<file path="src/hdl/assert_macros.svh">
// Assertion macros shared by the RTL files.
`ifndef ASSERT_MACROS_SVH
`define ASSERT_MACROS_SVH

// Same-cycle implication, checked at every rising edge outside reset.
`define CHK_IMPLY(lbl, clk, rst, ante, cons) \
   lbl: assert property (@(posedge clk) disable iff (rst) (ante) |-> (cons)) \
      else $error("same-cycle check failed");

// Next-cycle implication, checked at every rising edge outside reset.
`define CHK_NEXT(lbl, clk, rst, ante, cons) \
   lbl: assert property (@(posedge clk) disable iff (rst) (ante) |=> (cons)) \
      else $error("next-cycle check failed");

`endif

</file>
<file path="src/hdl/mtce_pkg.sv">
// Types and constants of the mono tile color expander.
package mtce_pkg;

   // request type codes
   localparam logic [1:0] REQ_DRAW       = 2'd0;
   localparam logic [1:0] REQ_REFRESH    = 2'd1;
   localparam logic [1:0] REQ_INVALIDATE = 2'd2;

   // control register indexes
   localparam logic [1:0] CSR_FG_COLOR      = 2'd0;
   localparam logic [1:0] CSR_BG_COLOR      = 2'd1;
   localparam logic [1:0] CSR_ACTIVE_WIDTH  = 2'd2;
   localparam logic [1:0] CSR_ACTIVE_HEIGHT = 2'd3;

   // control register reset values
   localparam logic [15:0] FG_COLOR_RST      = 16'hffff;
   localparam logic [15:0] BG_COLOR_RST      = 16'h0000;
   localparam logic [10:0] ACTIVE_WIDTH_RST  = 11'd1280;
   localparam logic [9:0]  ACTIVE_HEIGHT_RST = 10'd720;

   localparam int PIX_IDX_W = 20;
   localparam int TILE_BITS = 64;

   // one tile handed to the pixel generator
   typedef struct packed {
      logic [7:0]           col;
      logic [7:0]           row;
      logic [TILE_BITS-1:0] bits;
      logic [2:0]           ncm1;   // visible columns minus one
      logic [2:0]           nrm1;   // visible rows minus one
   } tile_job_type;

   // pixel generator status toward the control stage
   typedef struct packed {
      logic ready;   // can take a tile this cycle
      logic busy;    // a tile is being expanded
   } gen_status_type;

   // control state of the top level
   typedef enum logic [1:0] {
      ST_CLEAR = 2'b01,
      ST_RUN   = 2'b10
   } ctl_state_type;

endpackage

</file>
<file path="src/hdl/mtce_pixel_gen.sv">
// Pixel generator: walks one tile and drives the registered result channel.
module mtce_pixel_gen #(
   parameter int NATIVE_ROW_PIXELS = 720,
   parameter int LOGICAL_COLS      = 1280
) (
   input  logic                              clock,
   input  logic                              reset,
   input  logic                              load_valid,
   input  mtce_pkg::tile_job_type            load_job,
   input  logic [15:0]                       fg_color,
   input  logic [15:0]                       bg_color,
   output mtce_pkg::gen_status_type          status,
   output logic                              rsp_valid,
   input  logic                              rsp_stall,
   output logic [mtce_pkg::PIX_IDX_W-1:0]    rsp_pixel_index,
   output logic [15:0]                       rsp_pixel_color,
   output logic                              rsp_last_write
);
   import mtce_pkg::*;

   localparam logic [PIX_IDX_W-1:0] NATIVE_MUL = PIX_IDX_W'(NATIVE_ROW_PIXELS);
   localparam logic [PIX_IDX_W-1:0] LX_TOP     = PIX_IDX_W'(LOGICAL_COLS - 1);

   logic                     busy_ff, busy_in;
   tile_job_type             job_ff, job_in;
   logic [2:0]               px_ff, px_in;
   logic [2:0]               py_ff, py_in;
   logic                     rsp_valid_ff, rsp_valid_in;
   logic [PIX_IDX_W-1:0]     idx_ff, idx_in;
   logic [15:0]              color_ff, color_in;
   logic                     last_ff, last_in;

   logic                     step;
   logic                     at_last;
   logic [10:0]              lx;
   logic [10:0]              ly;
   logic [PIX_IDX_W-1:0]     col_off;
   logic [PIX_IDX_W-1:0]     prod;

   // one pixel per cycle while the output register is free or draining
   assign step    = busy_ff && (!rsp_valid_ff || !rsp_stall);
   assign at_last = (px_ff == job_ff.ncm1) && (py_ff == job_ff.nrm1);

   // rotate into the native frame; index wraps at its width
   assign lx      = {job_ff.col, px_ff};
   assign ly      = {job_ff.row, py_ff};
   assign col_off = LX_TOP - PIX_IDX_W'(lx);
   assign prod    = col_off * NATIVE_MUL;

   always_comb begin
      busy_in      = busy_ff;
      job_in       = job_ff;
      px_in        = px_ff;
      py_in        = py_ff;
      rsp_valid_in = rsp_valid_ff && rsp_stall;
      idx_in       = idx_ff;
      color_in     = color_ff;
      last_in      = last_ff;

      if (step) begin
         rsp_valid_in = 1'b1;
         idx_in       = prod + PIX_IDX_W'(ly);
         color_in     = job_ff.bits[{px_ff, py_ff}] ? fg_color : bg_color;
         last_in      = at_last;
         // rows inner, columns outer
         if (py_ff == job_ff.nrm1) begin
            py_in = 3'd0;
            px_in = px_ff + 3'd1;
         end else begin
            py_in = py_ff + 3'd1;
         end
         if (at_last) begin
            busy_in = 1'b0;
         end
      end

      if (load_valid) begin
         busy_in = 1'b1;
         job_in  = load_job;
         px_in   = 3'd0;
         py_in   = 3'd0;
      end
   end

   always_ff @(posedge clock) begin
      if (reset) begin
         busy_ff      <= 1'b0;
         rsp_valid_ff <= 1'b0;
      end else begin
         busy_ff      <= busy_in;
         rsp_valid_ff <= rsp_valid_in;
      end
   end

   always_ff @(posedge clock) begin
      job_ff   <= job_in;
      px_ff    <= px_in;
      py_ff    <= py_in;
      idx_ff   <= idx_in;
      color_ff <= color_in;
      last_ff  <= last_in;
   end

   assign status.ready    = !busy_ff || (step && at_last);
   assign status.busy     = busy_ff;
   assign rsp_valid       = rsp_valid_ff;
   assign rsp_pixel_index = idx_ff;
   assign rsp_pixel_color = color_ff;
   assign rsp_last_write  = last_ff;

endmodule

</file>
<file path="config.mk">
export PLATFORM = sky130hd
export DESIGN_NAME = mtce_pixel_gen
export DESIGN_NICKNAME = d
export VERILOG_FILES = /design/src/hdl/assert_macros.svh /design/src/hdl/mtce_pkg.sv /design/src/hdl/mtce_pixel_gen.sv
export SDC_FILE = /design/constraint.sdc
export NUM_CORES = 1
export LEC_CHECK = 0
export ABC_CLOCK_PERIOD_IN_PS = 10000
export BUFFER_PORTS_ARGS = -buffer_cell sky130_fd_sc_hd__buf_2
export CAP_MARGIN = 20
export CORE_ASPECT_RATIO = 0.9
export CORE_MARGIN = 1.5
export CORE_UTILIZATION = 30
export CTS_BUF_LIST = sky130_fd_sc_hd__clkbuf_4 sky130_fd_sc_hd__clkbuf_8
export DETAILED_ROUTE_END_ITERATION = 16
export GPL_ROUTABILITY_DRIVEN = 0
export PLACE_DENSITY = 0.46
export SYNTH_ARGS = -nofsm -noshare
export SYNTH_HDL_FRONTEND = slang
export SYNTH_SLANG_ARGS = --single-unit
</file>
<file path="constraint.sdc">
create_clock -name clock -period 10 [get_ports clock]
set_input_delay 2 -clock clock [delete_from_list [all_inputs] [get_ports clock]]
set_output_delay 2 -clock clock [all_outputs]
set_load 0.02 [all_outputs]
</file>
---- After elaboration in Yosys (flattened, before gate mapping) ----
Cells that the tools add are included.
cells by class
  $add $sub $neg .......................... 4
  multiply operators ...................... 1
  magnitude comparators ................... 1
  eq/ne operators ......................... 2
  mux-type cells .......................... 8
  reduce and logical (&&, ||, !) cells .... 13
operator list
  kind                                                count
  adder 20 x 11 -> 20 bit                             1
  multiplier 20 x 6 -> 16 bit, second input constant  1
  two-way mux 16 bit                                  1
  subtractor 11 x 11 -> 12 bit, first input constant  1
  < comparator 6 x 7 -> 1 bit, second input constant  1
  adder 3 x 1 -> 3 bit, second input constant         2
  binary-select mux 1 bit (select 6 bit)              1
  equality test 3 bit                                 2
  two-way mux 1 bit                                   5
  logical AND 1 bit                                   4
  AND reduction 2 bit                                 2
  nonzero test 2 bit                                  2
  logical NOT 1 bit                                   3
  two-way mux 3 bit                                   1
  logical OR 1 bit                                    2
word-level totals
  register bits ........................... 131
  bits of input ports ..................... 122
  output and inout port bits .............. 40
  logic and storage cells ................. 41

---- Logic depth before layout (Yosys ltp) ----
Gate-level depths: netlist of run 1.
  word-level depth ........................ 5
  mapped depth ............................ 18
  depth with buffers taken out ............ 18

---- Least setup slack after synthesis of run 1 ----
No wires, ideal clock.
  path kind ............................... input to output
  start ................................... input rsp_stall
  end ..................................... output status[1] (netlist name)
  data arrival time ....................... 2.287 ns
  required time ........................... 8.000 ns
  setup slack ............................. 5.713 ns
  stages .................................. 3
  buffers on the path ..................... 0
  cell sequence ........................... nand2_1 -> nand2_1 -> nand2_1
RTL lines
  item         line                  source
  from (decl)  mtce_pixel_gen.sv:14  input logic rsp_stall,
  to (decl)    mtce_pixel_gen.sv:12  output mtce_pkg::gen_status_type status,

==> summary.md, run 1 <==
| Metric | Value |
|---|---|
| Min cycle time layout | ~4.7 ns |
| Clock skew | 0.0133 ns |
| Peak supply drop | 0.000112 V |
| Fin. max-slew vios | 0 |
| Finish-stage setup viols | 0 |
| H-tree Lvls | 4 |
| Outcome | finished clean |
| Pin count of the biggest net entering global routing | 76 |
| Met2 Resource Use GR | 0.209 |
| Post-CTS Repair Setup Buffers | 0 |
| Row cnt | 51 |
| Die area | roughly 0.023 mm² |
| Hold path depth | 0 |
| Area of the multi-input gates | 0.00244 mm² |
| CP delay by family, top | flip-flops |
| 1st-pass router iterations | 4 |
| CTS sink cnt | roughly 130 |
| Slowest cell on the critical path | dfxtp_1 |
| Routed Antenna Nets | 0 |
| IO Port Bufs | 161 |
| Top FF cell, synth | edfxtp_1 |
| CTS tree | done |
| CP most frequent cell | nand2_1 |
| Core Region | around 0.022 mm² |
| Largest area contributor in the netlist | edfxtp_1 |
| GR Util met3 | 0.0404 |
| Area growth syn-to-layout | 23.4% |
| Share of layout cells above drive strength 1 | 0.349 |
| Main combinational cell family by area after synthesis | adder cells |
| Post-DR vias/cell | 4.33 |
| Post-Synth XOR/XNOR Area | 0.0544 |
| FF-to-FF End | rsp_pixel_index[19]$_DFFE_PP_ |
| Post-synth net total | 634 |
| Die Span Y | 144 µm |
| Initial antenna violation count | 1 |
| Number of DRC markers in iteration 0 | roughly 150 |
| Number of cells on the critical path | 6 |
| Tcrit/Tclk final | 0.471 |
| FF-to-FF path depth | 17 |
| Leakage power | between 3 and 4 nW |
| Synth cell count leaders | edfxtp_1, inv_1, ha_1 |
| CTS Buf Count | 17 |
| Area contributors post-synth | edfxtp_1, ha_1, mux4_2, fa_1, inv_1 |
| Count of different cell masters after synthesis | 43 |
| WHS Endpoint | rsp_pixel_index[3]$_DFFE_PP_ |
| FMAX | around 210 MHz |
| DR vias | just over 4,000 |
| CP Launch Type | flip-flop |
| RSZ-0062 raised after global routing | false |
| Ys async rst share | 0 |
| Clock transition at path regs | approximately 0.080 ns |
| Hold Vio Cnt, Final | 0 |
| Crit. End Element | output port |
| Flop2flop setup slack | about 5.6 ns |
| Top Ports | 162 |
| Synth Cell Area | roughly 0.0066 mm² |
| Util after Layout | 0.377 |
| Post-synth EDFFs | around 120 |
| Worst path cell trace | xnor2_1, nand3_1, nor4_1, nand2_1, nand2_1, buf_2 |
| GRT Total Usage | 0.120 |
| Multiplexer share of the synthesized area | 0.0986 |
| Routed length per instance | around 14 µm |
| Total number of yosys warnings | 0 |
| HP Start | job_ff[70]$_DFFE_PP_ |
| Die W | between 150 and 200 µm |
| WP buf/inv | 1 |
| Simple-gate area share of the yosys netlist | 0.0457 |
| Max_cap viols | 0 |
| Register area | 0.00385 mm² |
| Crit-path max FO | 20 |
| DRC | 0 |
| Count leader, synth | edfxtp_1 |
| Share of the synthesized area in the top cell type | 0.560 |
| Global-route wire length before repair | 21,000 µm |
| Vias in the first global route | around 4,200 |
| Placed Cells | approximately 900 |
| CTS max path bufs | 2 |
| Synthesized-area fraction occupied by adder cells | 0.127 |
| Power Density | ~240 mW/mm² |
| Met1 Usage GRT | 0.140 |
| Compound-cell area share of the yosys netlist | 0.0442 |
| HPWL after DPL | 9850 µm |
| Fin cells | ~930 |
| Required @ worst endpoint | 8.00 ns |
| NumNets Final | 809 |
| Hold_buf cts | 0 |
| Measured slew at the worst slew-check pin | 1.03 ns |
| Hold Crit Class | reg -> reg |
| Congestion Overflow GR | 0 |
| Mapped Cells | between 400 and 500 |
| Routed wire length | between 10,000 and 15,000 µm |
| Register area share after synthesis | 0.584 |
| Rel. slew slack | 0.314 |
| WP data arrival | approximately 2.7 ns |
| Layout fillers | between 2,000 and 2,500 |
| Root Driver | clkbuf_8 |
| Worst-Skew Late Latency | between 0.4 and 0.5 ns |
| Post-Route Setup TNS | 0 ns |
| Cts repair resizes | 0 |
| Crit Reg-Reg Startpoint | px_ff[1]$_SDFFE_PP0P_ |
| Yosys reg bits | about 130 |
| GRT busiest layer | met2 |
| WS Path Type | reg -> out |
| Syn Area/Cell | around 15 µm² |
| Starting density of the core | 0.305 |
| CP peak stage delay | approximately 1.0 ns |
## logic make-up (layout without fill, tap and decap cells)
kind of cell	Yosys count	in the layout
flip-flops	131	131
buffers and inverters	74	262
AND/OR/NAND/NOR	65	65
adder cells (fa/ha/maj)	58	58
AO/OA/AOI/OAI	47	47
XOR/XNOR	41	41
multiplexers	38	38
other	0	1
## placed cells by master, fill, tap and decap left out, types with 3 or more instances in the layout
cell type  instances
fa_1              15
a21oi_1           19
buf_2            160
o21a_1             3
nand3_1            9
nand2_1           17
mux4_2            20
edfxtp_1         123
nor4_1             3
dfxtp_1            8
clkbuf_8          17
nand4_1            3
ha_1              43
nor3_1             4
xor2_1            18
mux2_2             6
o21bai_1           3
a21o_1             4
inv_1             65
buf_4              3
o21ai_0            8
nor2_1            20
mux2_1            10
inv_6              6
xnor2_1           23
## power breakdown
part	leakage, nW	switching [mW]	internal, mW	total, mW
combinational	1.96	0.434	0.334	0.767
clock	0.204	0.240	0.232	0.473
sequential	1.26	0.0167	0.702	0.719
## worst max path at each step
| stage | start | to |
|---|---|---|
| detailed placement | px_ff[1]$_SDFFE_PP0P_ | rsp_pixel_index[19]$_DFFE_PP_ |
| global route | py_ff[1]$_SDFFE_PP0P_ | status[1] |
| CTS | py_ff[1]$_SDFFE_PP0P_ | status[1] |
| floorplan | rsp_stall | status[1] |
| finish | py_ff[1]$_SDFFE_PP0P_ | status[1] |
| global placement | rsp_stall | status[1] |
## worst reg2reg max path, stage by stage, from the launching register on
cell and delay, ns:
dfxtp_1 0.39, clkinv_1 0.36, ha_1 0.48, xor2_1 0.16, ha_1 0.27, inv_1 0.05
fa_1 0.50, inv_1 0.04, ha_1 0.34, xnor2_1 0.17, ha_1 0.32, o21a_1 0.15
o2bb2ai_1 0.06, a21oi_1 0.25, nand4_1 0.14, nor2_1 0.22, nand4_1 0.14, xnor2_1 0.14
## flip-flops by register name, summed over array words and instances (netlist names)
name,cells
py_ff,3
rsp_valid,1
px_ff,3
job_ff,86
rsp_pixel_index,20
rsp_pixel_color,16
busy_ff,1
rsp_last_write,1
## stage by stage
step | power [mW] | instance area [µm²] | worst slack (ns) | hold slack, ns
global placement | 1.49 | 7730 | 5.52 | 0.404
global route | 2.11 | 8140 | 4.99 | 0.431
detailed placement | 1.51 | 7730 | 5.49 | 0.407
finish | 1.96 | 8150 | 5.29 | 0.433
CTS | 1.99 | 8140 | 5.12 | 0.428
floorplan | 1.33 | 6600 | 5.71 | 0.400
## layer usage
layer | up-vias | wire length, µm
li1 | 2000 | -
met1 | 1923 | 5750
met2 | 111 | 6410
met3 | 11 | 830
met4 | 0 | 163
met5 | - | 0
## final cells by class
| cell class | count | share of cell area |
|---|---|---|
| clock buffer | 18 | 0.0296 |
| tap | 291 | 0.0447 |
| clock inverter | 14 | 0.0207 |
| inverter | 67 | 0.0309 |
| sequential | 131 | 0.473 |
| antenna | 1 | 0.000307 |
| multi-input combinational | 249 | 0.300 |
| timing repair buffer | 163 | 0.101 |
No activity file was read; power rests on OpenSTA's default activity.
==> run 2: changes to the inputs <==
--- a/config.mk
+++ b/config.mk
@@ -5,7 +5,8 @@
 export SDC_FILE = /design/constraint.sdc
 export NUM_CORES = 1
 export LEC_CHECK = 0
-export ABC_CLOCK_PERIOD_IN_PS = 10000
+export ABC_AREA = 1
+export ABC_CLOCK_PERIOD_IN_PS = 4100
 export BUFFER_PORTS_ARGS = -buffer_cell sky130_fd_sc_hd__buf_2
 export CAP_MARGIN = 20
 export CORE_ASPECT_RATIO = 0.9
@@ -14,7 +15,7 @@
 export CTS_BUF_LIST = sky130_fd_sc_hd__clkbuf_4 sky130_fd_sc_hd__clkbuf_8
 export DETAILED_ROUTE_END_ITERATION = 16
 export GPL_ROUTABILITY_DRIVEN = 0
-export PLACE_DENSITY = 0.46
+export PLACE_DENSITY = 0.47
 export SYNTH_ARGS = -nofsm -noshare
 export SYNTH_HDL_FRONTEND = slang
 export SYNTH_SLANG_ARGS = --single-unit
==> constraint.sdc (replaced) <==
create_clock -name clock -period 4.1 [get_ports clock]
set_input_delay 0.82 -clock clock [delete_from_list [all_inputs] [get_ports clock]]
set_output_delay 0.82 -clock clock [all_outputs]
set_load 0.02 [all_outputs]
==> summary.md, run 2 <==
| Metric | Value |
|---|---|
| Hold Crit Class | reg -> reg (unchanged) |
| CTS Buf Count | 17 (unchanged) |
| Post-DR vias/cell | 4.31 (was 4.33) |
| Crit Reg-Reg Startpoint | px_ff[2]$_SDFFE_PP0P_ (was px_ff[1]$_SDFFE_PP0P_) |
| Synth cell count leaders | nand2_1, edfxtp_1, inv_1 (was edfxtp_1, inv_1, ha_1) |
| Hold Vio Cnt, Final | 0 (unchanged) |
| Starting density of the core | 0.304 (was 0.305) |
| Die Span Y | 149 µm (was 144 µm) |
| Area growth syn-to-layout | 22.4% (was 23.4%) |
| Die W | 165 µm (was 159 µm) |
| Cts repair resizes | 0 (unchanged) |
| Core Region | 0.0232 mm² (was 0.0216 mm²) |
| Met2 Resource Use GR | 0.217 (was 0.209) |
| NumNets Final | 1,036 (was 809) |
| WS Path Type | reg -> reg (was reg -> out) |
| Share of layout cells above drive strength 1 | 0.280 (was 0.349) |
| Row cnt | 53 (was 51) |
| Die area | 0.0245 mm² (was 0.0229 mm²) |
| Ys async rst share | 0 (unchanged) |
| Placed Cells | 1,139 (was 901) |
| H-tree Lvls | 4 (unchanged) |
| Fin cells | 1,171 (was 934) |
| Placed Area | 0.00818 mm² (was 0.00773 mm²) |
| Initial antenna violation count | 0 (was 1) |
| 1st-pass router iterations | 4 (unchanged) |
| Post-synth EDFFs | 123 (unchanged) |
| Global-route wire length before repair | 25,000 µm (was 21,000 µm) |
| Met1 Usage GRT | 0.182 (was 0.140) |
| Top FF cell, synth | edfxtp_1 (unchanged) |
| Synth Cell Area | 0.00707 mm² (was 0.00660 mm²) |
| Congestion Overflow GR | 0 (unchanged) |
| Commonest non-fill, non-tap cell in the layout | nand2_1 (was buf_2) |
| Leakage power | 3.97 nW (was 3.42 nW) |
| Count leader, synth | nand2_1 (was edfxtp_1) |
| N_diodes | 0 (was 1) |
| CTS tree | done (unchanged) |
| DR vias | 5,049 (was 4,045) |
| FF-to-FF path depth | 22 (was 17) |
| CTS max path bufs | 2 (unchanged) |
| Flop2flop setup slack | 0.24 ns (was 5.57 ns) |
| Routed wire length | 16,100 µm (was 13,200 µm) |
| Pin count of the biggest net entering global routing | 38 (was 76) |
| Finish-stage setup viols | 0 (unchanged) |
| Top Ports | 162 (unchanged) |
| Util after Layout | 0.373 (was 0.377) |
| Required @ worst endpoint | 4.32 ns (was 8.00 ns) |
| GRT Total Usage | 0.135 (was 0.120) |
| Routed length per instance | 13.7 µm (was 14.1 µm) |
| Count of different cell masters after synthesis | 31 (was 43) |
| Root Driver | clkbuf_8 (unchanged) |
| Rel. slew slack | 0.361 (was 0.314) |
| Most frequent cells in the layout | nand2_1, buf_2, edfxtp_1 (was buf_2, edfxtp_1, inv_1) |
| Outcome | finished clean (unchanged) |
| Largest area contributor in the netlist | edfxtp_1 (unchanged) |
| Share of the synthesized area in the top cell type | 0.523 (was 0.560) |
| HPWL after DPL | 11,900 µm (was 9850 µm) |
| Tcrit/Tclk final | 0.941 |
| WP data arrival | 4.07 ns (was 2.71 ns) |
| Power Density | 588 mW/mm² (was 240 mW/mm²) |
| Measured slew at the worst slew-check pin | 0.958 ns (was 1.03 ns) |
| Crit. End Element | flip-flop (was output port) |
| Post-synth net total | 859 (was 634) |
| Worst-Skew Late Latency | 0.46 ns (was 0.45 ns) |
| DRC | 0 (unchanged) |
| Layout fillers | 2,408 (was 2,106) |
| Cell area after layout | 0.00865 mm² (was 0.00815 mm²) |
| CTS sink cnt | 131 (unchanged) |
| Number of DRC markers in iteration 0 | 160 (was 145) |
| GR Util met3 | 0.0365 (was 0.0404) |
| Tot Pwr | 5.09 mW (was 1.96 mW) |
| WHS Endpoint | rsp_pixel_index[3]$_DFFE_PP_ (unchanged) |
| Peak supply drop | 0.000319 V (was 0.000112 V) |
| Largest register by flop count | job_ff (unchanged) |
| Routed Antenna Nets | 0 (unchanged) |
| GRT busiest layer | met2 (unchanged) |
| HP Start | job_ff[70]$_DFFE_PP_ (unchanged) |
| Hold path depth | 0 (unchanged) |
| FF-to-FF End | rsp_pixel_index[19]$_DFFE_PP_ (unchanged) |
| Register area share after synthesis | 0.545 (was 0.584) |
| FMAX | 259 MHz |
| Mapped Cells | 679 (was 454) |
| Min cycle time layout | approximately 3.9 ns |
| CP Launch Type | flip-flop (unchanged) |
| Vias in the first global route | 4,765 (was 4,230) |
| Clock transition at path regs | 0.09 ns (was 0.08 ns) |
| Syn Area/Cell | 10.4 µm² (was 14.5 µm²) |
| Area contributors post-synth | edfxtp_1, nand2_1, ha_1, nand3_1, inv_1 (was edfxtp_1, ha_1, mux4_2, fa_1, inv_1) |
| Crit-path max FO | 4 (was 20) |
| Max_cap viols | 0 (unchanged) |
| Clock skew | 0.0143 ns (was 0.0133 ns) |
| Hold_buf cts | 0 (unchanged) |
| IO Port Bufs | 161 (unchanged) |
| Max reg flops | 86 (unchanged) |
| Fin. max-slew vios | 0 (unchanged) |
| Total number of yosys warnings | 0 (unchanged) |
| Post-CTS Repair Setup Buffers | 0 (unchanged) |
| Post-Route Setup TNS | 0 ns (unchanged) |
| Yosys reg bits | 131 (unchanged) |
## run 2: worst max-delay path by stage
stage | from | endpoint | slack, ns | depth (start not counted)
after floorplan | px_ff[2]$_SDFFE_PP0P_ | rsp_pixel_index[19]$_DFFE_PP_ | 0.26 | 22
after global placement | job_ff[83]$_DFFE_PP_ | rsp_pixel_index[18]$_DFFE_PP_ | 0.09 | 17
after detailed placement | job_ff[83]$_DFFE_PP_ | rsp_pixel_index[18]$_DFFE_PP_ | 0.07 | 17
after CTS | px_ff[2]$_SDFFE_PP0P_ | rsp_pixel_index[19]$_DFFE_PP_ | 0.07 | 22
after global routing | job_ff[83]$_DFFE_PP_ | rsp_pixel_index[18]$_DFFE_PP_ | -0.009 | 18
final | px_ff[2]$_SDFFE_PP0P_ | rsp_pixel_index[19]$_DFFE_PP_ | 0.24 | 22
## run 2: kinds of logic (layout without fill, tap and decap cells)
kind of cell	after synthesis	count (layout)	synth area share
buffers and inverters	112	302	0.0758
flip-flops	131	131	0.545
adder cells (fa/ha/maj)	58	58	0.119
XOR/XNOR	29	29	0.0359
AND/OR/NAND/NOR	321	321	0.204
AO/OA/AOI/OAI	28	28	0.0205
## run 2: worst max-delay path, cell delays in order, from the launching register on
cell and delay (ns):
dfxtp_1 0.33, inv_1 0.08, ha_1 0.31, ha_1 0.28, inv_1 0.05, fa_1 0.43
inv_1 0.07, ha_2 0.19, inv_1 0.05, fa_1 0.39, xnor2_1 0.15, ha_1 0.34
nand2_1 0.09, nor2_1 0.10, nand2_1 0.07, nand2_1 0.09, nand2_1 0.07, nor2_2 0.14
nand3_2 0.13, nor2_2 0.12, nand2_1 0.06, nand2_1 0.05, nand2_1 0.04
## run 2: power breakdown
part           leakage [nW]  internal (mW)  switching [mW]  total (mW)
Combinational          2.50          0.792            1.33        2.12
Sequential             1.26           1.72          0.0509        1.77
Clock                 0.209          0.571           0.626        1.20
Total                  3.97           3.08            2.01        5.09
## run 2: per-stage QoR
step                      hold slack [ns]  setup slack [ns]
after CTS                           0.427            0.0711
after detailed placement            0.406            0.0670
after global placement              0.402            0.0902
after global routing                0.451          -0.00888
after floorplan                     0.400             0.255
final                               0.423             0.243
## run 2: layout make-up
class | count | area, µm² | share of cell area
Tap cell | 302 | 378 | 0.0437
Inverter | 97 | 374 | 0.0433
Timing Repair Buffer | 173 | 898 | 0.104
Multi-Input combinational cell | 436 | 2720 | 0.314
Clock inverter | 15 | 194 | 0.0224
Sequential cell | 131 | 3850 | 0.446
Clock buffer | 17 | 234 | 0.0271
## run 2: layer usage
metal,part of all wire,up-vias
met2,0.48,102
li1,-,2603
met1,0.47,2328
met5,0,-
met4,0.0081,0
met3,0.044,16
==> run 3: changes to the inputs <==
--- a/config.mk
+++ b/config.mk
@@ -9,7 +9,6 @@
 export ABC_CLOCK_PERIOD_IN_PS = 4100
 export BUFFER_PORTS_ARGS = -buffer_cell sky130_fd_sc_hd__buf_2
 export CAP_MARGIN = 20
-export CORE_ASPECT_RATIO = 0.9
 export CORE_MARGIN = 1.5
 export CORE_UTILIZATION = 30
 export CTS_BUF_LIST = sky130_fd_sc_hd__clkbuf_4 sky130_fd_sc_hd__clkbuf_8
==> summary.md, run 3 (same netlist as run 2, synthesis figures left out) <==
| Metric | Value |
|---|---|
| HPWL after DPL | 12,000 µm (was 11,900 µm) |
| Place WS | 0.0513 ns (was 0.0670 ns) |
| Congestion Overflow GR | 0 (unchanged) |
| WHS Endpoint | rsp_pixel_index[3]$_DFFE_PP_ (unchanged) |
| Final worst-path setup slack | 0.251 ns (was 0.243 ns) |
| Clock transition at path regs | 0.10 ns (was 0.09 ns) |
| Starting density of the core | 0.309 (was 0.304) |
| IO Port Bufs | 161 (unchanged) |
| Commonest non-fill, non-tap cell in the layout | nand2_1 (unchanged) |
| Peak supply drop | 0.000212 V (was 0.000319 V) |
| Outcome | finished clean (unchanged) |
| Layout fillers | 2,360 (was 2,408) |
| Vias in the first global route | 4,887 (was 4,765) |
| Routed wire length | 16,200 µm (was 16,100 µm) |
| Core Region | 0.0228 mm² (was 0.0232 mm²) |
| Switch share | 0.393 (was 0.394) |
| Crit-path max FO | 5 (was 4) |
| Top Ports | 162 (unchanged) |
| DR vias | 5,042 (was 5,049) |
| WP data arrival | 4.07 ns (about the same) |
| Min cycle time layout | 3.85 ns (was 3.86 ns) |
| Root Driver | clkbuf_8 (unchanged) |
| Power Density | 587 mW/mm² (was 588 mW/mm²) |
| Psw | 2.00 mW (was 2.01 mW) |
| N_diodes | 0 (unchanged) |
| DRC | 0 (unchanged) |
| Placed Area | 0.00820 mm² (was 0.00818 mm²) |
| Util after Layout | 0.380 (was 0.373) |
| Routed Antenna Nets | 0 (unchanged) |
| Crit. End Element | flip-flop (unchanged) |
| Post-Route Setup TNS | 0 ns (unchanged) |
| Die area | 0.0245 mm² (about the same) |
| Worst path cell trace | inv_1, ha_1, ha_1, inv_1, fa_1, inv_1, ha_1, inv_1, fa_2, inv_1, ha_4, nand2_1, nor2_1, nand2_1, nand3_1, nand2_1, nand2_1, nand3_1, nor2_4, nand3b_1, nand2_1, inv_1 (was inv_1, ha_1, ha_1, inv_1, fa_1, inv_1, ha_2, inv_1, fa_1, xnor2_1, ha_1, nand2_1, nor2_1, nand2_1, nand2_1, nand2_1, nor2_2, nand3_2, nor2_2, nand2_1, nand2_1, nand2_1) |
| Row cnt | 55 (was 53) |
| Die W | 156 µm (was 165 µm) |
| GRT Total Usage | 0.136 (was 0.135) |
| CTS sink cnt | 131 (unchanged) |
| Max reg flops | 86 (unchanged) |
| Pint | 3.09 mW (was 3.08 mW) |
| Tcrit/Tclk final | 0.939 (was 0.941) |
| Die Span Y | 156 µm (was 149 µm) |
| CP peak stage delay | 0.51 ns (was 0.43 ns) |
| Flop2flop setup slack | 0.25 ns (was 0.24 ns) |
| Hold path depth | 0 (unchanged) |
| WP buf/inv | 6 (was 4) |
| CTS max path bufs | 2 (unchanged) |
| Max_cap viols | 0 (unchanged) |
| Finish-stage setup viols | 0 (unchanged) |
| FF-to-FF path depth | 22 (unchanged) |
| FMAX | 260 MHz (was 259 MHz) |
| Rel. slew slack | 0.469 (was 0.361) |
| Clock power frac | 0.236 (was 0.235) |
| Cell area after layout | 0.00868 mm² (was 0.00865 mm²) |
| RSZ-0062 raised after global routing | true |
| CP delay by family, top | adder cells (unchanged) |
| Leakage power | 3.99 nW (was 3.97 nW) |
| CP Launch Type | flip-flop (unchanged) |
| WS Path Type | reg -> reg (unchanged) |
| NumNets Final | 1,038 (was 1,036) |
| CTS Buf Count | 17 (unchanged) |
| Placed Cells | 1,151 (was 1,139) |
| Hold_buf cts | 0 (unchanged) |
| CTS tree | done (unchanged) |
| 1st-pass router iterations | 4 (unchanged) |
| HP Start | job_ff[70]$_DFFE_PP_ (unchanged) |
| Clock skew | 0.0138 ns (was 0.0143 ns) |
| Post-DR vias/cell | 4.26 (was 4.31) |
| Slowest cell on the critical path | fa_2 (was fa_1) |
| Crit Reg-Reg Startpoint | px_ff[2]$_SDFFE_PP0P_ (unchanged) |
| FF-to-FF End | rsp_pixel_index[18]$_DFFE_PP_ (was rsp_pixel_index[19]$_DFFE_PP_) |
| H-tree Lvls | 4 (unchanged) |
| Share of layout cells above drive strength 1 | 0.281 (was 0.280) |
| CP most frequent cell | inv_1 (was nand2_1) |
| Pin count of the biggest net entering global routing | 62 (was 38) |
| Worst-Skew Late Latency | 0.45 ns (was 0.46 ns) |
| Hold Vio Cnt, Final | 0 (unchanged) |
| Number of DRC markers in iteration 0 | 233 (was 160) |
| Required @ worst endpoint | 4.32 ns (about the same) |
| Fin cells | 1,184 (was 1,171) |
| Routed length per instance | 13.6 µm (was 13.7 µm) |
| Logic pwr share | 0.418 (was 0.417) |
| Most frequent cells in the layout | nand2_1, buf_2, edfxtp_1 (unchanged) |
| Sequential share of power | 0.347 (was 0.348) |
| Largest register by flop count | job_ff (unchanged) |
| Area growth syn-to-layout | 22.8% (was 22.4%) |
| Measured slew at the worst slew-check pin | 0.796 ns (was 0.958 ns) |
| Fin. max-slew vios | 0 (unchanged) |
| Initial antenna violation count | 0 (unchanged) |
| Hold Crit Class | reg -> reg (unchanged) |
| Global-route wire length before repair | 25,400 µm (was 25,000 µm) |
[run 3: cell count changes in the layout (fill, tap and decap cells not counted)]
cell and delta:
nand3_2 -1, fa_2 +1, inv_8 +2, nor2_2 -1
nor2_4 +1, inv_2 +1, nand3_1 +1, ha_2 -1
fa_1 -1, buf_4 +2, clkinv_4 -1, clkinv_1 -1
ha_1 +1, clkinv_8 -1
[run 3: repair_timing]
item                                   4_1_cts  5_1_grt
endpoints found under the hold margin        0        0
buffers inserted                             0        1
setup endpoints to repair                    0        4
resized for setup                            0       10
[run 3: metal layers]
metal	GRT usage	wire, µm
met5	0	0
met2	0.211	7250
met3	0.0396	936
met1	0.188	7850
met4	0.0313	129
[run 3: power by group through the flow]
stage / Sequential (mW) / Combinational, mW / Clock (mW)
global route: 1.78 / 2.46 / 1.30
CTS: 1.77 / 2.10 / 1.25
detailed placement: 1.80 / 2.09 / 0
global placement: 1.80 / 2.09 / 0
finish: 1.76 / 2.12 / 1.20
floorplan: 1.90 / 1.50 / 0
[run 3: final cells by class]
cell class              instances  area [µm²]  share of cell area
clock buffers                  17         234              0.0270
multi-input cells             436        2720               0.313
well taps                     313         392              0.0451
inverters                      97         374              0.0431
clock inverters                15         191              0.0221
flip-flops and latches        131        3850               0.444
repair buffers                175         913               0.105
[run 3: through the flow]
stage          total power, mW  hold slack [ns]
6_report                  5.09            0.431
3_5_place_dp              3.89            0.408
5_1_grt                   5.55            0.446
3_3_place_gp              3.89            0.403
4_1_cts                   5.12            0.433
2_1_floorplan             3.41            0.400
[run 3: how the worst max path moves through the flow]
stage | depth (start not counted) | startpoint | endpoint
3_5_place_dp | 17 | job_ff[83]$_DFFE_PP_ | rsp_pixel_index[18]$_DFFE_PP_
2_1_floorplan | 22 | px_ff[2]$_SDFFE_PP0P_ | rsp_pixel_index[19]$_DFFE_PP_
4_1_cts | 17 | job_ff[83]$_DFFE_PP_ | rsp_pixel_index[18]$_DFFE_PP_
3_3_place_gp | 17 | job_ff[83]$_DFFE_PP_ | rsp_pixel_index[18]$_DFFE_PP_
6_report | 22 | px_ff[2]$_SDFFE_PP0P_ | rsp_pixel_index[18]$_DFFE_PP_
5_1_grt | 22 | px_ff[2]$_SDFFE_PP0P_ | rsp_pixel_index[18]$_DFFE_PP_
